$ cat config.mk
export PLATFORM = sky130hd
export DESIGN_NAME = tpr_front
export DESIGN_NICKNAME = d
export VERILOG_FILES = /design/src/rtl/tpr_pkg.sv /design/src/rtl/tpr_front.sv
export SDC_FILE = /design/constraint.sdc
export NUM_CORES = 1
export LEC_CHECK = 0
export BUFFER_PORTS_ARGS = -buffer_cell sky130_fd_sc_hd__buf_4
export CELL_PAD_IN_SITES_DETAIL_PLACEMENT = 1
export CELL_PAD_IN_SITES_GLOBAL_PLACEMENT = 1
export CORE_MARGIN = 2
export CORE_UTILIZATION = 32
export CTS_CLUSTER_DIAMETER = 40
export DETAILED_ROUTE_END_ITERATION = 12
export PLACE_DENSITY_LB_ADDON = 0.1
export SLEW_MARGIN = 20
export SYNTH_ARGS = -nofsm -noshare
export SYNTH_HDL_FRONTEND = slang
export SYNTH_SLANG_ARGS = --single-unit
$ cat constraint.sdc
create_clock -name i_clk -period 1.8 [get_ports i_clk]
set_input_delay 0.36 -clock i_clk [delete_from_list [all_inputs] [get_ports i_clk]]
set_output_delay 0.36 -clock i_clk [all_outputs]
set_load 0.005 [all_outputs]
$ cat src/rtl/tpr_pkg.sv
`default_nettype none

package tpr_pkg;

    localparam int FUNC_W     = 3;
    localparam int STEPS_W    = 10;
    localparam int ROW_IDX_W  = 6;
    localparam int ROW_BITS_W = 64;

    localparam int QUEUE_DEPTH = 4;
    localparam int QPTR_W      = 2;

    localparam logic [FUNC_W-1:0] CMD_PEN_UP     = 3'd0;
    localparam logic [FUNC_W-1:0] CMD_PEN_DOWN   = 3'd1;
    localparam logic [FUNC_W-1:0] CMD_TURN_RIGHT = 3'd2;
    localparam logic [FUNC_W-1:0] CMD_TURN_LEFT  = 3'd3;
    localparam logic [FUNC_W-1:0] CMD_MOVE       = 3'd4;
    localparam logic [FUNC_W-1:0] CMD_DUMP       = 3'd5;

    localparam logic [1:0] HEAD_EAST  = 2'd0;
    localparam logic [1:0] HEAD_SOUTH = 2'd1;
    localparam logic [1:0] HEAD_WEST  = 2'd2;
    localparam logic [1:0] HEAD_NORTH = 2'd3;

    typedef enum logic [2:0] {
        OP_PEN_UP,
        OP_PEN_DOWN,
        OP_TURN_R,
        OP_TURN_L,
        OP_MOVE,
        OP_DUMP
    } t_op;

    typedef struct packed {
        logic [FUNC_W-1:0]  func;
        logic [STEPS_W-1:0] steps;
    } t_in_word;

    typedef struct packed {
        logic [ROW_IDX_W-1:0]  row_index;
        logic [ROW_BITS_W-1:0] row_bits;
        logic                  last;
    } t_out_word;

    typedef struct packed {
        t_op                op;
        logic [STEPS_W-1:0] steps;
    } t_cmd;

endpackage

`default_nettype wire

$ cat src/rtl/tpr_front.sv
`default_nettype none

module tpr_front (
    input  wire                logic i_clk,
    input  wire                logic i_rst_n,
    input  wire                logic i_cmd_valid,
    output                     logic o_cmd_ready,
    input  wire tpr_pkg::t_in_word i_cmd,
    output                     logic o_q_valid,
    input  wire                logic i_q_ready,
    output tpr_pkg::t_cmd            o_q_cmd
);
    import tpr_pkg::*;

    logic  r_valid;
    t_cmd  r_cmd;
    logic  accept;
    logic  keep;
    t_cmd  dec;

    // decode; unused codes and zero-step moves are dropped here
    always_comb begin
        keep      = 1'b1;
        dec.steps = '0;
        dec.op    = OP_PEN_UP;
        case (i_cmd.func)
            CMD_PEN_UP:     dec.op = OP_PEN_UP;
            CMD_PEN_DOWN:   dec.op = OP_PEN_DOWN;
            CMD_TURN_RIGHT: dec.op = OP_TURN_R;
            CMD_TURN_LEFT:  dec.op = OP_TURN_L;
            CMD_MOVE: begin
                dec.op    = OP_MOVE;
                dec.steps = i_cmd.steps;
                keep      = (i_cmd.steps != '0);
            end
            CMD_DUMP:       dec.op = OP_DUMP;
            default:        keep = 1'b0;
        endcase
    end

    assign o_cmd_ready = !r_valid || i_q_ready;
    assign accept      = i_cmd_valid && o_cmd_ready;
    assign o_q_valid   = r_valid;
    assign o_q_cmd     = r_cmd;

    always_ff @(posedge i_clk) begin
        if (!i_rst_n) begin
            r_valid <= 1'b0;
        end else begin
            if (accept) begin
                r_valid <= keep;
            end else if (i_q_ready) begin
                r_valid <= 1'b0;
            end
        end
    end

    always_ff @(posedge i_clk) begin
        if (accept) begin
            r_cmd <= dec;
        end
    end

endmodule

`default_nettype wire

* Word level (Yosys, flattened, before mapping)
Cells that the tools add are included.
** Word-level totals
- Input port bits :: 17
- Memories :: 0
- Bits in read-only memories :: 0
- Output and inout bits :: 15
- Bits in latches :: 0
- Logic and storage cells :: 19
- Bits in registers :: 14
- Memory bits (writable) :: 0
** Cells by class
- $add $sub $neg :: 0
- Multiply operators :: 0
- Equal/unequal tests :: 5
- Bitwise gates (word level) :: 0
- Reduce and logical (&&, ||, !) cells :: 7
- Divide/modulo/power cells :: 0
- Order comparisons :: 0
- Multiplexer cells :: 4
- Shift operators :: 0
** Operators by type and width (count)
- $pmux W3 S5 :: 1
- $reduce_bool A10 Y1 :: 1
- $eq A3 B2 Y1 const B :: 2
- $eq A3 B3 Y1 const B :: 2
- $reduce_or A5 Y1 :: 1
- $eq A3 B1 Y1 const B :: 1
- $logic_not A3 Y1 :: 1
- $mux W1 :: 2
- $pmux W1 S2 :: 1
- $reduce_bool A2 Y1 :: 1
- $logic_and A1 B1 Y1 :: 1
- $logic_not A1 Y1 :: 1
- $logic_or A1 B1 Y1 :: 1

* Longest topological paths before layout
- Word-level depth :: 4
- Depth in mapped cells :: 4
- Depth with buffers taken out :: 4

* Worst setup path before layout
Ideal clock, no wire load.
- Path kind :: input -> register
- From :: input port i_cmd[12] in the netlist's numbering
- To :: register r_cmd, in the netlist o_q_cmd[10], data pin
- Arrival time :: 1171 ps
- Library setup time :: 255 ps
- Stages on the path :: 4
- Data required time :: 1545 ps
- Slack :: 374 ps
- Buffers on the path :: 0
- Cell sequence :: inv_1 ha_1 maj3_2 and2_1
** RTL lines
- start, declared :: line tpr_front.sv:8 : input wire tpr_pkg::t_in_word i_cmd,
- end signal, assigned :: line tpr_front.sv:60 : r_cmd <= dec;
- end, declared :: line tpr_front.sv:16 : t_cmd r_cmd;

* Worst setup path in the final report
- From :: register r_valid (netlist: o_q_valid)
- To :: register r_cmd, in the netlist o_q_cmd[9], enable pin
** On the way
- Word-level cells in the longest chain between the ends :: 3
** Ends and longest elaborated chain
- start, declared :: line tpr_front.sv:15 : logic r_valid;
- start signal, assigned :: line tpr_front.sv:51 : r_valid <= keep;
- $logic_not A1 Y1 :: line tpr_front.sv:41 : assign o_cmd_ready = !r_valid || i_q_ready;
- $logic_or A1 B1 Y1 :: line tpr_front.sv:41
- $logic_and A1 B1 Y1 :: line tpr_front.sv:42 : assign accept = i_cmd_valid && o_cmd_ready;
- via accept :: line tpr_front.sv:17 : logic accept;
The timed path passes the listed nets, and every way through them passes these cells.
A chain may end at the register's enable or synchronous reset.

==> impl_summary.log <==
[metrics] status: completed
[metrics] destination of the worst register-to-register timing path: o_q_cmd[9]$_SDFFCE_PN0P_
[metrics] total power per unit cell area: approximately 760 mW/mm²
[metrics] TritonRoute pass-1 iters: 4
[metrics] PortBufs: 31
[metrics] placeable core area: roughly 0.0019 mm²
[metrics] post-detailed-route via-to-cell ratio: about 4.4
[metrics] num ports: 32
[metrics] cell type group with the largest total delay on the critical path: simple AND/OR/NAND/NOR gates
[metrics] Fin. Hold Viols: 0
[metrics] Max Buffers Root-to-Sink: 2
[metrics] DIE AREA: approximately 0.0023 mm²
[metrics] Placed Cells incl. Taps: roughly 100
[metrics] Crit path required time: approximately 1700 ps
[metrics] critical-path maximum fanout: 13
[metrics] DRC violation count after routing: 0
[metrics] buffer and inverter count on the worst path: 1
[metrics] # Post-CTS Setup Buffers: 0
[metrics] fraction of layout instances using a drive strength above 1: approximately half
[metrics] net count of the mapped netlist: between 60 and 70
[metrics] overall power: 0.000712 W
[metrics] max-cap viol count: 0
[metrics] most common cell after layout, fill and taps aside: sky130_fd_sc_hd__buf_4
[metrics] Reg2Reg Depth: 3
[metrics] number of library cell types mapped by synthesis: 14
[metrics] relative max-transition margin: about three fifths
[metrics] post-layout minimum cycle time: 1400 ps
[metrics] Rows: 16
[metrics] Yosys reg bits: 14
[metrics] worst hold path class: primary input to register
[metrics] launch point of the critical path: o_q_valid$_SDFFE_PN0P_
[metrics] top cell type's share of synthesized area: 62.0%
[metrics] synthesized area divided by synthesized cell count: about 14 µm²
[metrics] global-route congestion overflow total: 0
[metrics] clock sinks: 14
[metrics] kind of capture point of the worst setup path: register
[metrics] Final Wtd Congestion: between 0.6 and 0.7
[metrics] setup tns final: 0 ps
[metrics] Final setup viols: 0
[metrics] largest net degree at the start of global routing: 14
[metrics] crit-path cells: nor2b_1 > inv_1 > and2_1
[metrics] RSZ-0062 raised after global routing: false
[metrics] count of placed standard cells in the final layout, fillers left out: ~110
[metrics] transition at the pin with the smallest max-transition slack: a little over 600 ps
[metrics] global-route wire length before repair: about 2.2 mm
[metrics] clock network latency to the later pin of the worst-skew pair: 280 ps
[metrics] clock tree from TritonCTS: yes
[metrics] starting density of the core: about 33%
[metrics] register-to-register setup slack: around 400 ps
[metrics] leakage power figure: between 0.4 and 0.5 nW
[metrics] library cell occupying the most area in the post-synthesis netlist: sky130_fd_sc_hd__edfxtp_1
[metrics] number of global-route vias before repair: roughly 510
[metrics] diode count: 0
[metrics] highest achievable clock rate: roughly 710 MHz
[metrics] stage delay of the slowest cell on the critical path: around 520 ps
[metrics] capturing element of the worst setup path: o_q_cmd[9]$_SDFFCE_PN0P_
[metrics] width of the chip: ~48 µm
[metrics] worst endpoint data arrival time: 1320 ps
[metrics] startpoint kind of the worst setup timing path: register
[metrics] summed instance area of the synthesized netlist: 629 µm²
[metrics] deepest level of the CTS H-tree: 1
[metrics] synth-to-layout area growth: 48.1%
[metrics] Ys Warns: 0
[metrics] Seq/Total Area, Yosys: approximately two thirds
[metrics] root cell of the clock tree: sky130_fd_sc_hd__clkbuf_4
[metrics] crit path kind: register to register
[metrics] overall die height: just under 50 µm
[metrics] WL per Instance: 12.2 µm
[metrics] ranking of synthesized cells by area: sky130_fd_sc_hd__edfxtp_1 (62%), sky130_fd_sc_hd__and2_1 (12%), sky130_fd_sc_hd__ha_1 (8.0%)
[metrics] Detailed Place HPWL: roughly 1 mm
[metrics] logic depth of the worst path, buffers included: 3
[metrics] clock-pin slew reported for the worst setup and hold paths after clock tree synthesis: about 80 ps
[metrics] Slew Limit Fails: 0
[metrics] standard cell with the maximum stage delay on the critical path: sky130_fd_sc_hd__and2_1
[metrics] Tot GR Track Use: 13.0%
[metrics] vias: 466
[metrics] clock skew: 5.60 ps
[metrics] number of DRC markers in iteration 0: 2
[metrics] total length of routed wires: between 1 and 1.5 mm
[metrics] final worst path period share: ~78%
[metrics] highest-count cells in the layout ignoring fill and taps: sky130_fd_sc_hd__buf_4 (31), sky130_fd_sc_hd__edfxtp_1 (13), sky130_fd_sc_hd__and2_1 (12)
[metrics] number of nets with antenna violations after routing: 0
[metrics] Layout Nets: around 100
[metrics] number of resized instances in the post-cts repair step: 0
[metrics] CTS Buf Count: 3
[metrics] synthesized netlist cell count: 44
[metrics] worst reg2reg path startpoint: o_q_valid$_SDFFE_PN0P_
[metrics] number of antenna violations at the first check in global routing: 0
[metrics] Post-CTS Hold Fix Bufs: 0
[metrics] worst voltage drop across the vdd grid: approximately 0.40 mV
## cells in the mapped netlist
cell / count
sky130_fd_sc_hd__edfxtp_1: 13
sky130_fd_sc_hd__inv_1: 2
sky130_fd_sc_hd__nor3_4: 1
sky130_fd_sc_hd__nor2b_1: 2
sky130_fd_sc_hd__a21oi_1: 1
sky130_fd_sc_hd__nor4_1: 2
sky130_fd_sc_hd__nor3_1: 2
sky130_fd_sc_hd__and2_1: 12
sky130_fd_sc_hd__maj3_2: 1
sky130_fd_sc_hd__a311o_1: 1
sky130_fd_sc_hd__o21ai_0: 1
sky130_fd_sc_hd__dfxtp_1: 1
sky130_fd_sc_hd__ha_1: 4
sky130_fd_sc_hd__inv_2: 1
## worst min path at each step
stage                     startpoint                      to  slack [ps]  cells past startpoint
final                        i_rst_n  o_q_valid$_SDFFE_PN0P_         330                      3
after global routing         i_rst_n  o_q_valid$_SDFFE_PN0P_         320                      3
after CTS                    i_rst_n  o_q_valid$_SDFFE_PN0P_         330                      3
after global placement       i_rst_n  o_q_valid$_SDFFE_PN0P_         630                      3
after detailed placement     i_rst_n  o_q_valid$_SDFFE_PN0P_         630                      3
after floorplan              i_rst_n  o_q_valid$_SDFFE_PN0P_         500                      2
## kinds of logic after synthesis
family	share of synthesized area (%)
DFF	65.2
AOI/OAI and AO/OA	3.18
adders and majority gates	9.74
and+or+nand+nor	20.1
buffers and inverters	1.79
## registers in the layout, indices dropped and copies added, names as in the netlist
register	cells
o_q_cmd	13
o_q_valid	1
## report_power, final
group	internal, W	total, W	switching (W)
Clock	0.000123	0.000230	0.000107
Combinational	0.0000589	0.0000997	0.0000408
Sequential	0.000377	0.000383	0.00000546
## stage by stage
step | utilization [%] | hold WS [ps] | setup WS [ps] | cell area (µm²)
global route | 49.0 | 318 | 296 | 932
floorplan | - | 498 | 374 | 629
finish | 49.0 | 330 | 400 | 932
detailed placement | 47.1 | 632 | 184 | 896
global placement | 47.1 | 634 | 219 | 896
CTS | 49.0 | 330 | 382 | 932
## layout make-up
| type | count | area (µm²) |
|---|---|---|
| tap | 27 | 33.8 |
| clock buffer | 4 | 36.3 |
| timing repair buffer | 31 | 233 |
| sequential | 14 | 410 |
| inverter | 3 | 11.3 |
| multi-input combinational | 27 | 208 |
| fill | 213 | 970 |
## metal layers
layer / vias to the layer above / GRT usage [%] / wire length (µm)
met5: - / 0 / 0
met4: 0 / 8.57 / 31
met3: 4 / 2.78 / 64
met2: 17 / 23.1 / 678
met1: 220 / 13.8 / 522
li1: 225 / - / -
## tightest hold or removal path: stages
cell and delay, ps:
sky130_fd_sc_hd__buf_4 110, sky130_fd_sc_hd__o21ai_0 60, sky130_fd_sc_hd__a21oi_1 40
Power figures use the tool's default switching activity.
