**config.mk**
```make
export PLATFORM = sky130hd
export DESIGN_NAME = tpr_queue
export DESIGN_NICKNAME = d
export VERILOG_FILES = /design/src/rtl/tpr_pkg.sv /design/src/rtl/tpr_queue.sv
export SDC_FILE = /design/constraint.sdc
export NUM_CORES = 1
export LEC_CHECK = 0
export BUFFER_PORTS_ARGS = -buffer_cell sky130_fd_sc_hd__buf_2
export CAP_MARGIN = 5
export CORE_MARGIN = 3
export CORE_UTILIZATION = 60
export CTS_CLUSTER_SIZE = 24
export DETAILED_ROUTE_END_ITERATION = 7
export HOLD_SLACK_MARGIN = 0.08
export PLACE_DENSITY = 0.83
export SLEW_MARGIN = 20
export SYNTH_ARGS = -nofsm -noshare
export SYNTH_HDL_FRONTEND = slang
export SYNTH_SLANG_ARGS = --single-unit
```
**constraint.sdc**
```tcl
create_clock -name i_clk -period 6.85 [get_ports i_clk]
set_clock_uncertainty 0.1 [all_clocks]
set_input_delay 1.37 -clock i_clk [delete_from_list [all_inputs] [get_ports i_clk]]
set_output_delay 1.37 -clock i_clk [all_outputs]
set_load 0.05 [all_outputs]
```
**src/rtl/tpr_pkg.sv**
```systemverilog
`default_nettype none

package tpr_pkg;

    localparam int FUNC_W     = 3;
    localparam int STEPS_W    = 10;
    localparam int ROW_IDX_W  = 6;
    localparam int ROW_BITS_W = 64;

    localparam int QUEUE_DEPTH = 4;
    localparam int QPTR_W      = 2;

    localparam logic [FUNC_W-1:0] CMD_PEN_UP     = 3'd0;
    localparam logic [FUNC_W-1:0] CMD_PEN_DOWN   = 3'd1;
    localparam logic [FUNC_W-1:0] CMD_TURN_RIGHT = 3'd2;
    localparam logic [FUNC_W-1:0] CMD_TURN_LEFT  = 3'd3;
    localparam logic [FUNC_W-1:0] CMD_MOVE       = 3'd4;
    localparam logic [FUNC_W-1:0] CMD_DUMP       = 3'd5;

    localparam logic [1:0] HEAD_EAST  = 2'd0;
    localparam logic [1:0] HEAD_SOUTH = 2'd1;
    localparam logic [1:0] HEAD_WEST  = 2'd2;
    localparam logic [1:0] HEAD_NORTH = 2'd3;

    typedef enum logic [2:0] {
        OP_PEN_UP,
        OP_PEN_DOWN,
        OP_TURN_R,
        OP_TURN_L,
        OP_MOVE,
        OP_DUMP
    } t_op;

    typedef struct packed {
        logic [FUNC_W-1:0]  func;
        logic [STEPS_W-1:0] steps;
    } t_in_word;

    typedef struct packed {
        logic [ROW_IDX_W-1:0]  row_index;
        logic [ROW_BITS_W-1:0] row_bits;
        logic                  last;
    } t_out_word;

    typedef struct packed {
        t_op                op;
        logic [STEPS_W-1:0] steps;
    } t_cmd;

endpackage

`default_nettype wire

```
**src/rtl/tpr_queue.sv**
```systemverilog
`default_nettype none

module tpr_queue (
    input  wire              logic i_clk,
    input  wire              logic i_rst_n,
    input  wire              logic i_valid,
    output                   logic o_ready,
    input  wire tpr_pkg::t_cmd     i_cmd,
    output                   logic o_valid,
    input  wire              logic i_ready,
    output tpr_pkg::t_cmd          o_cmd
);
    import tpr_pkg::*;

    t_cmd              r_buf [QUEUE_DEPTH];
    logic [QPTR_W-1:0] r_wr_ptr;
    logic [QPTR_W-1:0] r_rd_ptr;
    logic [QPTR_W:0]   r_count;
    logic              push;
    logic              pop;

    assign o_ready = (r_count != (QPTR_W+1)'(QUEUE_DEPTH));
    assign o_valid = (r_count != '0);
    assign o_cmd   = r_buf[r_rd_ptr];
    assign push    = i_valid && o_ready;
    assign pop     = o_valid && i_ready;

    always_ff @(posedge i_clk) begin
        if (!i_rst_n) begin
            r_wr_ptr <= '0;
            r_rd_ptr <= '0;
            r_count  <= '0;
        end else begin
            if (push) begin
                r_wr_ptr <= r_wr_ptr + 1'b1;
            end
            if (pop) begin
                r_rd_ptr <= r_rd_ptr + 1'b1;
            end
            if (push && !pop) begin
                r_count <= r_count + 1'b1;
            end else if (pop && !push) begin
                r_count <= r_count - 1'b1;
            end
        end
    end

    always_ff @(posedge i_clk) begin
        if (push) begin
            r_buf[r_wr_ptr] <= i_cmd;
        end
    end

endmodule

`default_nettype wire

```
After elaboration in Yosys (flattened, before gate mapping)
Memory sizes are Yosys's and may differ from the RTL's. A register that Yosys moved wholly into a read port is not among the register bits.
Cells that the tools add are included.
- memories: 1
- bits in writable memories: 52
- logic and storage cells: 23
- flip-flop bits (word level): 7
- output and inout bits: 15
- input port bits: 17
- reductions and logical operators: 8
- add/subtract/negate cells: 4
- mux-type cells: 6
- equal/unequal tests: 1
- memory list (memory ; words ; bits a word ; read ports ; clocked after memory_dff ; write ports ; line ; text):
    r_buf ; 4 ; 13 ; 1 ; 1 ; 1 ; tpr_queue.sv:15 ; t_cmd r_buf [QUEUE_DEPTH];
- operators with widths (kind ; count):
    3-bit 2-to-1 mux ; 2
    2-bit by 1-bit adder with 2-bit output, second input constant ; 2
    1-bit logical AND ; 4
    2-bit 2-to-1 mux ; 2
    3-bit by 1-bit adder with 3-bit output, second input constant ; 1
    3-bit != test, second input constant ; 1
    3-bit nonzero test ; 1
    3-bit by 1-bit subtractor with 3-bit output, second input constant ; 1
    1-bit zero test ; 2
    1-bit 2-to-1 mux ; 2
    2-bit nonzero test ; 1

Longest topological paths before layout
Gate-level depths: netlist of the first run.
- depth after elaboration: 6
- depth in mapped cells: 8
- depth with buffers taken out: 8

Least setup slack after synthesis of the first run
No wires, ideal clock.
- kind: input -> register
- from: input port i_valid
- to: register r_count[2]
- path buffers: 0
- stages: 7
- library setup time: 0.076 ns
- path slack: 3.897 ns
- required time: 6.674 ns
- arrival time: 2.777 ns
- cell sequence: a21boi_4 -> ha_1 -> inv_1 -> fa_1 -> xor2_1 -> or3_1 -> a21boi_0
- cells in the longest elaborated chain, start to end: 4
- elaborated cells between the ends (all ways): 6
- those cells by class: mux (1); reduce/logical (5)
- RTL lines (item ; line ; text):
    start, declared ; tpr_queue.sv:6 ; input wire logic i_valid,
    1-bit logical AND * ; tpr_queue.sv:25 ; assign push = i_valid && o_ready;
    1-bit zero test ; tpr_queue.sv:42 ; end else if (pop && !push) begin
    1-bit logical AND ; tpr_queue.sv:42 ;
    2-bit nonzero test (no line) ; -- ;
    end signal, assigned ; tpr_queue.sv:41 ; r_count <= r_count + 1'b1;
    end signal, assigned ; tpr_queue.sv:43 ; r_count <= r_count - 1'b1;
    end, declared ; tpr_queue.sv:18 ; logic [QPTR_W:0] r_count;
Mark *: on every way between the ends. The rest lies on a longest branch, timed or not.
A chain may end at the register's enable or synchronous reset.

==> results of run 1 <==
## cell usage after synthesis (all sizes together) (2+ instances only)
cell type,count
mux4,13
dfxtp,9
edfxtp,52
mux2i,3
xnor2,3
buf,2
ha,5
nand2,5
inv,3
a21boi,2
and2,8
or3,2
## flip-flops by register name, indices dropped and copies added, names as in the netlist, named ones only
signal	cells
r_buf	52
r_rd_ptr	2
r_wr_ptr	2
r_count	3
## cells in the final DEF, fill, tap and decap left out, types with 2 or more instances in the layout
master | netlist | routed
clkbuf_8 | 0 | 10
mux2i_1 | 3 | 3
xnor2_1 | 3 | 3
inv_1 | 3 | 3
and2_1 | 8 | 8
buf_2 | 1 | 31
mux4_1 | 2 | 2
bufinv_16 | 0 | 2
nand2_1 | 5 | 5
clkinv_2 | 0 | 2
ha_1 | 5 | 5
mux4_2 | 11 | 11
dfxtp_1 | 9 | 9
edfxtp_1 | 52 | 52
## cells by family after synthesis
family	share of synthesized area [%]
AO/OA/AOI/OAI	2.89
buffers and inverters	1.31
flip-flops	73.0
XOR/XNOR	1.47
multiplexers	13.9
adder cells (fa/ha/maj)	3.46
AND/OR/NAND/NOR	3.99
## cell type report
| type | count | area share (%) |
|---|---|---|
| clock inverters | 5 | 2.64 |
| flip-flops and latches | 61 | 62.3 |
| well taps | 48 | 2.15 |
| multi-input cells | 48 | 21.9 |
| repair buffers | 31 | 5.55 |
| inverters | 3 | 0.403 |
| clock buffers | 11 | 5.06 |
## metal layers
| layer | vias to the layer above | wire length (um) | track usage, % |
|---|---|---|---|
| li1 | 538 | - | - |
| met1 | 574 | 1430 | 19.7 |
| met2 | 28 | 1920 | 28.8 |
| met3 | 8 | 197 | 6.71 |
| met4 | 0 | 57 | 6.51 |
| met5 | - | 0 | 0 |
## critical path: stages, from the launching register on
cell and delay, ns:
dfxtp_1 0.88, mux4_1 0.64, buf_2 0.22
## report_power, final
group | switching [mW] | total (mW) | internal, mW
Sequential | 0.0523 | 0.507 | 0.455
Combinational | 0.229 | 0.356 | 0.127
Clock | 0.125 | 0.337 | 0.212
Total | 0.406 | 1.20 | 0.794
## how the worst max path moves through the flow
stage / from / endpoint / cells after the start
finish: flop / o_cmd[9] / 2
global route: flop / o_cmd[9] / 2
floorplan: i_valid / r_count[2]$_SDFFE_PN0P_ / 7
detailed placement: flop / o_cmd[9] / 2
CTS: flop / o_cmd[9] / 2
global placement: flop / o_cmd[8] / 2
## metrics by stage
step / total power, mW / util [%] / std cells / instance area (um^2)
2_1_floorplan: 0.803 / - / 115 / 2380
3_3_place_gp: 0.864 / 68.9 / 191 / 2580
3_5_place_dp: 0.877 / 68.9 / 191 / 2580
4_1_cts: 1.21 / 74.7 / 207 / 2800
5_1_grt: 1.26 / 74.7 / 207 / 2800
6_report: 1.20 / 74.7 / 207 / 2800
==> key figures, run 1 <==
Floorplan
  • Die Area: 0.00477 mm^2
  • Die W: 69.0 um
  • Core area: 0.00374 mm^2
  • # rows: 22
  • DIE HEIGHT: 69.0 um
  • Initial core utilization: 63.7%
  • I/O pins: 32

Timing
  • Hold Violations, Final: 0
  • Measured slew at the worst slew-check pin: 0.855 ns
  • RSZ-0062 raised after global routing: no
  • Fin Hold WS: 0.397 ns
  • Worst setup margin: 3.31 ns
  • Slew HR: 42.9%
  • Fmax: 0.283 GHz
  • Tmin final: 3.54 ns
  • Count of final setup violators: 0
  • Slew Viols, Final: 0
  • Fin crit share: 51.7%
  • Post-route setup TNS: 0 ns

Layout
  • Area of the multi-input gates: 612 um^2
  • Layout cells sized above 1: 38.4%
  • Layout net count: 177
  • Area Growth Syn to Fin: 17.2%
  • Diodes inserted: 0
  • Filler cell count in the final layout: 217
  • Sequential cell area: 0.00174 mm^2

Detailed routing
  • 1st-iter DRT viols: 94
  • Routed WL: 3610 um
  • Routed Antenna Nets: 0
  • Number of vias per cell: 5.55
  • Vias: 1148
  • Post-route DRC: 0
  • DRT Pass-1 Iters: 4
  • WL/cell: 17.5 um

CTS
  • Post-CTS setup buffers: 0
  • CTS sink count: 61
  • CTS buffer count: 9
  • Post-CTS Hold Buffers: 0
  • Root Driver: clkbuf_8
  • Clock latency on the worst-skew pair: 0.33 ns
  • CTS clk-pin slew, worst paths: 0.06 ns
  • Maximum buffer depth of the clock tree: 2
  • Htree depth: 3
  • CTS tree: yes
  • PostCTS Resize Cnt: 0

Global route
  • First-pass GRT wire length: 6010 um
  • Vias in the first global route: 1266
  • Initial antenna violation count: 0
  • Largest net degree at the start of global routing: 14
  • Grt total ovfl: 0
  • Overall Global Routing Usage: 17.1%

Hold path
  • Hold_sp: r_wr_ptr[1]$_SDFFE_PN0P_
  • Hold Path End: r_wr_ptr[1]$_SDFFE_PN0P_
  • HP Class: reg2reg
  • Hold path depth: 2

Run status
  • Status: finished clean

Logic synthesis
  • Post-synth cell types: 24
  • FF+latch count, synth: 61
  • Mapped Cells: 115
  • Mapped Avg Cell Area: 20.7 um^2
  • Async set-or-reset flop fraction in the synthesized netlist: 0%
  • EDFF count, synth: 52
  • Cell taking the most area after synthesis: edfxtp_1
  • Synth top area share: 65.5%
  • Mapped Nets: 138
  • Ranking of synthesized cells by area: edfxtp_1 65%, mux4_2 10%, dfxtp_1 7.6%, ha_1 2.6%, mux4_1 2.2%
  • Synth warnings: 0
  • Sequential-to-total area share from yosys stat: 73.0%
  • Mapped Area: 0.00238 mm^2
  • Ys flop type: edfxtp_1

Setup path
  • Reg2Reg Depth: 8
  • Crit-path max FO: 13
  • R2R Setup Slk: 4.53 ns
  • Reg-to-reg critical path startpoint: r_count[0]$_SDFFE_PN0P_
  • CP Launch Type: flop
  • WS Path Type: reg2out
  • Crit. End Element: output pin
  • Crit path DAT: 2.07 ns
  • RR Endpoint: r_count[2]$_SDFFE_PN0P_
  • Data required time of the worst path: 5.38 ns

Power and ir drop
  • Pwr/cell area: 429 mW/mm^2
  • Leak: 0.996 nW
  • Max IR drop VDD: 0.296 mV

Placement
  • RD Place Congestion: 0.769
  • IO Port Bufs: 31
  • Hpwl dp: 2470 um
  • Placement Setup Slack: 3.62 ns

Run
  • Max cap viols: 0
Power figures use the tool's default switching activity.
==> run 2, diff against run 1 <==
--- a/config.mk
+++ b/config.mk
@@ -8,11 +8,11 @@
 export BUFFER_PORTS_ARGS = -buffer_cell sky130_fd_sc_hd__buf_2
 export CAP_MARGIN = 5
 export CORE_MARGIN = 3
-export CORE_UTILIZATION = 60
+export CORE_UTILIZATION = 50
 export CTS_CLUSTER_SIZE = 24
 export DETAILED_ROUTE_END_ITERATION = 7
 export HOLD_SLACK_MARGIN = 0.08
-export PLACE_DENSITY = 0.83
+export PLACE_DENSITY = 0.74
 export SLEW_MARGIN = 20
 export SYNTH_ARGS = -nofsm -noshare
 export SYNTH_HDL_FRONTEND = slang
==> constraint.sdc (replaced) <==
create_clock -name i_clk -period 3.1 [get_ports i_clk]
set_clock_uncertainty 0.1 [all_clocks]
set_input_delay 0.62 -clock i_clk [delete_from_list [all_inputs] [get_ports i_clk]]
set_output_delay 0.62 -clock i_clk [all_outputs]
set_load 0.05 [all_outputs]
==> run 2 against run 1 <==
  * Sequential power rose by 110%
  * Largest cell class unchanged
  * Die area increased by 18%
  * Critical path depth stayed put
  * Highest routed layer unchanged
  * Combinational power is 140% higher
  * Cell area is 0.58% lower
  * Count of clock-buffer cells in the layout up 4
  * Non-clock buffer count is 1 higher
  * Register-to-register slack got worse by 3.8 ns
  * Clock power grew 98%
==> key figures, run 2 (same netlist as run 1, synthesis figures left out) <==
Layout
  • Sequential cell area: 0.00174 mm^2 (unchanged)
  • Fin area: 0.00278 mm^2 (was 0.00280 mm^2)
  • Max FFs per register: 52 (unchanged)
  • Top reg by flops: r_buf (unchanged)
  • Layout cells sized above 1: 36.9% (was 38.4%)
  • Core Util, Final: 62.1% (was 74.7%)
  • Area of the multi-input gates: 612 um^2 (unchanged)
  • Diodes inserted: 0 (unchanged)
  • Filler cell count in the final layout: 324 (was 217)
  • Layout net count: 178 (was 177)
  • Area Growth Syn to Fin: 16.5% (was 17.2%)
  • Commonest non-fill, non-tap cell in the layout: edfxtp_1 (unchanged)
  • Most frequent cells in the layout: 52 x edfxtp_1, 31 x buf_2, 11 x mux4_2 (unchanged)
  • Biggest regs: r_buf: 52 flops, r_count: 3 flops (unchanged)

Detailed routing
  • WL/cell: 17.4 um (was 17.5 um)
  • Number of vias per cell: 5.43 (was 5.55)
  • Routed Antenna Nets: 0 (unchanged)
  • Vias: 1152 (was 1148)
  • Post-route DRC: 0 (unchanged)
  • 1st-iter DRT viols: 103 (was 94)
  • DRT Pass-1 Iters: 4 (unchanged)
  • Routed WL: 3690 um (was 3610 um)

Global route
  • Overall Global Routing Usage: 15.1% (was 17.1%)
  • Grt total ovfl: 0 (unchanged)
  • Largest net degree at the start of global routing: 14 (unchanged)
  • First-pass GRT wire length: 5880 um (was 6010 um)
  • Initial antenna violation count: 0 (unchanged)
  • Met2 GRT Util: 24.5% (was 28.8%)
  • Met1 GRT Util: 17.7% (was 19.7%)
  • Vias in the first global route: 1202 (was 1266)
  • Top Usage Layer GRT: met2 (unchanged)
  • Global routing usage on met3: 5.21% (was 6.71%)

Floorplan
  • Core area: 0.00447 mm^2 (was 0.00374 mm^2)
  • Die W: 75.1 um (was 69.0 um)
  • I/O pins: 32 (unchanged)
  • DIE HEIGHT: 75.1 um (was 69.0 um)
  • Initial core utilization: 53.3% (was 63.7%)
  • Die Area: 0.00563 mm^2 (was 0.00477 mm^2)
  • # rows: 24 (was 22)

Timing
  • Measured slew at the worst slew-check pin: 0.704 ns (was 0.855 ns)
  • Tmin final: 2.42 ns
  • Fmax: 0.414 GHz
  • RSZ-0062 raised after global routing: no (unchanged)
  • Count of final setup violators: 0 (unchanged)
  • Slew HR: 53.0% (was 42.9%)
  • Fin Hold WS: 0.405 ns (was 0.397 ns)
  • Worst setup margin: 0.685 ns (was 3.31 ns)
  • Slew Viols, Final: 0 (unchanged)
  • Fin crit share: 77.9%
  • Hold Violations, Final: 0 (unchanged)
  • Post-route setup TNS: 0 ns (unchanged)

Setup path
  • R2R Setup Slk: 0.73 ns (was 4.53 ns)
  • Crit-path leading delay family: flip-flops (unchanged)
  • Worst path slowest cell: dfxtp_1 (unchanged)
  • CP Launch Type: flop (unchanged)
  • Crit path depth: 2 (unchanged)
  • Crit path cell chain: mux4_2 > buf_2 (was mux4_1 > buf_2)
  • Crit path buf inv count: 1 (unchanged)
  • Crit-path max FO: 13 (unchanged)
  • Reg-to-reg critical path startpoint: r_count[0]$_SDFFE_PN0P_ (unchanged)
  • Data required time of the worst path: 2.38 ns (was 5.38 ns)
  • Reg2Reg Depth: 8 (unchanged)
  • Crit. End Element: output pin (unchanged)
  • RR Endpoint: r_count[2]$_SDFFE_PN0P_ (unchanged)
  • Crit path DAT: 1.70 ns (was 2.07 ns)
  • Crit path to: o_cmd[6] (was o_cmd[9])
  • Max incr delay on CP: 0.72 ns (was 0.88 ns)
  • WS Path Type: reg2out (unchanged)

Hold path
  • HP Class: reg2reg (unchanged)
  • Hold path depth: 2 (unchanged)
  • Hold_sp: r_wr_ptr[1]$_SDFFE_PN0P_ (unchanged)

Placement
  • IO Port Bufs: 31 (unchanged)
  • Cell Area, Placed: 0.00259 mm^2 (was 0.00258 mm^2)
  • Placement Setup Slack: 0.650 ns (was 3.62 ns)
  • RD Place Congestion: 0.655 (was 0.769)
  • Hpwl dp: 2380 um (was 2470 um)

Power and ir drop
  • Pwr/cell area: 932 mW/mm^2 (was 429 mW/mm^2)
  • Leak: 0.982 nW (was 0.996 nW)
  • Max IR drop VDD: 0.391 mV (was 0.296 mV)

CTS
  • Post-CTS Hold Buffers: 0 (unchanged)
  • Htree depth: 3 (unchanged)
  • Post-CTS setup buffers: 0 (unchanged)
  • Root Driver: clkbuf_8 (unchanged)
  • CTS tree: yes (unchanged)
  • CTS clk-pin slew, worst paths: 0.06 ns (about the same)
  • Maximum buffer depth of the clock tree: 2 (unchanged)
  • CTS buffer count: 9 (unchanged)
  • PostCTS Resize Cnt: 0 (unchanged)
  • Clock latency on the worst-skew pair: 0.32 ns (was 0.33 ns)
  • CTS sink count: 61 (unchanged)

Run
  • Max cap viols: 0 (unchanged)

Run status
  • Status: finished clean (unchanged)
[run 2: where the power goes]
part / switching [mW] / internal (mW) / total, mW
combinational: 0.553 / 0.290 / 0.842
clock: 0.272 / 0.395 / 0.668
sequential: 0.0742 / 1.01 / 1.08
total: 0.899 / 1.69 / 2.59
[run 2: routing by layer]
metal	routed length [um]	vias to the layer above
li1	-	536
met5	0	-
met3	222	8
met1	1580	577
met4	85	0
met2	1800	31
[run 2: layout make-up]
type	instances	area share [%]
repair buffers	32	5.85
inverters	3	0.405
clock inverters	1	1.08
well taps	52	2.34
clock buffers	15	5.63
multi-input cells	48	22.0
flip-flops and latches	61	62.7
[run 2: worst min path at each step]
stage / end / slack, ns
after floorplan: r_wr_ptr[1]$_SDFFE_PN0P_ / 0.37
after global placement: r_wr_ptr[1]$_SDFFE_PN0P_ / 0.38
after detailed placement: r_wr_ptr[1]$_SDFFE_PN0P_ / 0.40
after CTS: r_buf[3][9]$_DFFE_PP_ / 0.40
after global routing: r_buf[1][6]$_DFFE_PP_ / 0.40
final: r_wr_ptr[1]$_SDFFE_PN0P_ / 0.41
[run 2: per-stage QoR]
step | total power [mW] | instances
2_1_floorplan | 1.77 | 115
3_3_place_gp | 1.92 | 196
3_5_place_dp | 1.95 | 196
4_1_cts | 2.62 | 212
5_1_grt | 2.71 | 212
6_report | 2.59 | 212
[run 2: worst register-to-register path, delay by kind of cell (launching register included)]
family	cells	cell delay, ns
compound gates	2	0.44
buf+inv	1	0.06
simple gates	2	0.41
fa+ha+maj	2	0.61
xor+xnor	1	0.16
flops	1	0.52
==> run 3, diff against run 2 <==
==> constraint.sdc (replaced) <==
create_clock -name i_clk -period 2 [get_ports i_clk]
set_clock_uncertainty 0.1 [all_clocks]
set_input_delay 0.4 -clock i_clk [delete_from_list [all_inputs] [get_ports i_clk]]
set_output_delay 0.4 -clock i_clk [all_outputs]
set_load 0.05 [all_outputs]
==> run 3 against run 2 <==
  * The flow now finishes with violations (setup timing)
  * Hold slack worse by 0.21 ns
  * Count of clock-buffer cells in the layout down 3
  * Highest routed layer unchanged
  * Register-to-register slack got worse by 0.71 ns
  * Worst setup slack worse by 0.72 ns
  * Sequential share of layout area down 4.9 points
  * Core utilization increased by 5.6 points
  * Combinational power up 110%
  * Critical endpoint is now o_cmd[12]
==> key figures, run 3 (same netlist as run 1, synthesis figures left out) <==
Run status
  • Status: finished, violations left (was finished clean)
  • Violated checks: setup timing

Layout
  • Fin area: 0.00303 mm^2 (was 0.00278 mm^2)
  • Max FFs per register: 52 (unchanged)
  • Commonest non-fill, non-tap cell in the layout: edfxtp_1 (unchanged)
  • Top reg by flops: r_buf (unchanged)
  • Filler cell count in the final layout: 292 (was 324)
  • Layout net count: 191 (was 178)
  • Area Growth Syn to Fin: 27.1% (was 16.5%)
  • Sequential cell area: 0.00175 mm^2 (was 0.00174 mm^2)
  • Diodes inserted: 0 (unchanged)
  • Layout cells sized above 1: 48.0% (was 36.9%)
  • Final std cells w/o fill: 225 (was 212)
  • Biggest regs: r_buf: 52 flops, r_count: 3 flops (unchanged)
  • Area of the multi-input gates: 613 um^2 (was 612 um^2)
  • Most frequent cells in the layout: 52 x edfxtp_1, 17 x buf_2, 13 x mux4_2 (was 52 x edfxtp_1, 31 x buf_2, 11 x mux4_2)

CTS
  • Htree depth: 3 (unchanged)
  • CTS sink count: 61 (unchanged)
  • Maximum buffer depth of the clock tree: 2 (unchanged)
  • Clock latency on the worst-skew pair: 0.32 ns (about the same)
  • CTS tree: yes (unchanged)
  • CTS buffer count: 9 (unchanged)
  • Root Driver: clkbuf_8 (unchanged)
  • CTS clk-pin slew, worst paths: 0.06 ns (about the same)

Global route
  • Initial antenna violation count: 0 (unchanged)
  • Grt total ovfl: 0 (unchanged)
  • Largest net degree at the start of global routing: 14 (unchanged)
  • Met2 GRT Util: 27.1% (was 24.5%)
  • Global routing usage on met3: 4.94% (was 5.21%)
  • Vias in the first global route: 1262 (was 1202)
  • Met1 GRT Util: 18.0% (was 17.7%)
  • Top Usage Layer GRT: met2 (unchanged)
  • First-pass GRT wire length: 6150 um (was 5880 um)
  • Overall Global Routing Usage: 15.9% (was 15.1%)

Floorplan
  • # rows: 24 (unchanged)
  • Die Area: 0.00563 mm^2 (unchanged)
  • Die W: 75.1 um (unchanged)
  • Initial core utilization: 53.3% (unchanged)
  • I/O pins: 32 (unchanged)
  • DIE HEIGHT: 75.1 um (unchanged)
  • Core area: 0.00447 mm^2 (unchanged)

Timing
  • Measured slew at the worst slew-check pin: 0.286 ns (was 0.704 ns)
  • Worst setup margin: -0.0391 ns (was 0.685 ns)
  • Fin crit share: 102%
  • RSZ-0062 raised after global routing: yes (was no)
  • Tmin final: 2.04 ns
  • Slew HR: 80.9% (was 53.0%)
  • Fmax: 0.490 GHz
  • Post-route setup TNS: -0.262 ns (was 0 ns)
  • Slew Viols, Final: 0 (unchanged)
  • Hold Violations, Final: 0 (unchanged)
  • Count of final setup violators: 13 (was 0)

Detailed routing
  • Vias: 1199 (was 1152)
  • Number of vias per cell: 5.33 (was 5.43)
  • WL/cell: 17.7 um (was 17.4 um)
  • Routed WL: 3990 um (was 3690 um)
  • DRT Pass-1 Iters: 4 (unchanged)
  • Post-route DRC: 0 (unchanged)
  • Routed Antenna Nets: 0 (unchanged)
  • 1st-iter DRT viols: 48 (was 103)

Power and ir drop
  • Pwr/cell area: 1480 mW/mm^2 (was 932 mW/mm^2)
  • Max IR drop VDD: 0.805 mV (was 0.391 mV)
  • Design Power: 4.48 mW (was 2.59 mW)
  • Leak: 1.09 nW (was 0.982 nW)

Hold path
  • HP Class: in2reg (was reg2reg)

Placement
  • Hpwl dp: 2660 um (was 2380 um)
  • RD Place Congestion: 0.628 (was 0.655)
  • Cell Area, Placed: 0.00270 mm^2 (was 0.00259 mm^2)
  • Placement Setup Slack: -0.0934 ns (was 0.650 ns)
  • Inst Count DP: 207 (was 196)
  • IO Port Bufs: 31 (unchanged)

Setup path
  • Crit. End Element: output pin (unchanged)
  • Crit path DAT: 1.54 ns (was 1.70 ns)
  • Crit path to: o_cmd[12] (was o_cmd[6])
  • CP Launch Type: flop (unchanged)
  • WS Path Type: reg2out (unchanged)
  • Reg2Reg Depth: 7 (was 8)
  • RR Endpoint: r_count[2]$_SDFFE_PN0P_ (unchanged)
  • Data required time of the worst path: 1.50 ns (was 2.38 ns)
  • Crit-path max FO: 7 (was 13)
  • Reg-to-reg critical path startpoint: r_count[0]$_SDFFE_PN0P_ (unchanged)
  • R2R Setup Slk: 0.02 ns (was 0.73 ns)

Run
  • Max cap viols: 0 (unchanged)
run 3: cell type report:
class | instances | share of cell area, %
inverter | 3 | 0.371
timing repair buffer | 45 | 12.8
clock inverter | 4 | 1.53
clock buffer | 12 | 5.12
tap | 52 | 2.15
sequential | 61 | 57.8
multi-input combinational | 48 | 20.2
run 3: metal layers:
metal / vias to the layer above / routed length (um) / part of all wire [%]
li1: 561 / - / -
met2: 28 / 2240 / 56
met5: - / 0 / 0
met1: 605 / 1550 / 39
met4: 0 / 42 / 1.1
met3: 5 / 154 / 3.9
run 3: critical path: stages, from the launching register on:
cell,delay [ns]
dfxtp_4,0.39
buf_12,0.14
mux4_2,0.52
buf_6,0.17
run 3: worst min path at each step:
| stage | from | slack [ns] | to | cells after the start |
|---|---|---|---|---|
| final | i_cmd[2] | 0.19 | r_buf[3][2]$_DFFE_PP_ | 1 |
| after global routing | i_cmd[2] | 0.18 | r_buf[3][2]$_DFFE_PP_ | 1 |
| after CTS | i_cmd[2] | 0.18 | r_buf[2][2]$_DFFE_PP_ | 1 |
| after detailed placement | r_wr_ptr[1]$_SDFFE_PN0P_ | 0.41 | r_wr_ptr[1]$_SDFFE_PN0P_ | 2 |
| after global placement | r_wr_ptr[1]$_SDFFE_PN0P_ | 0.38 | r_wr_ptr[1]$_SDFFE_PN0P_ | 2 |
| after floorplan | r_wr_ptr[1]$_SDFFE_PN0P_ | 0.37 | r_wr_ptr[1]$_SDFFE_PN0P_ | 2 |
run 3: repair_timing:
action / in CTS / in global routing
gates cloned: 1 / 0
buffers inserted: 1 / 0
gates resized for setup: 36 / 3
pin swaps: 2 / 0
hold buffers: 0 / 0
endpoints found under the setup margin: 15 / 15
run 3: metrics by stage:
stage	utilization (%)	hold slack (ns)
2_1_floorplan	-	0.368
3_3_place_gp	60.3	0.380
3_5_place_dp	60.3	0.407
4_1_cts	67.6	0.180
5_1_grt	67.8	0.175
6_report	67.8	0.193
run 3: power breakdown:
part / internal, mW / switching, mW / leakage (nW) / total, mW
clock: 0.637 / 0.423 / 0.100 / 1.06
sequential: 1.57 / 0.105 / 0.553 / 1.68
combinational: 0.792 / 0.953 / 0.440 / 1.75
total: 3.00 / 1.48 / 1.09 / 4.48
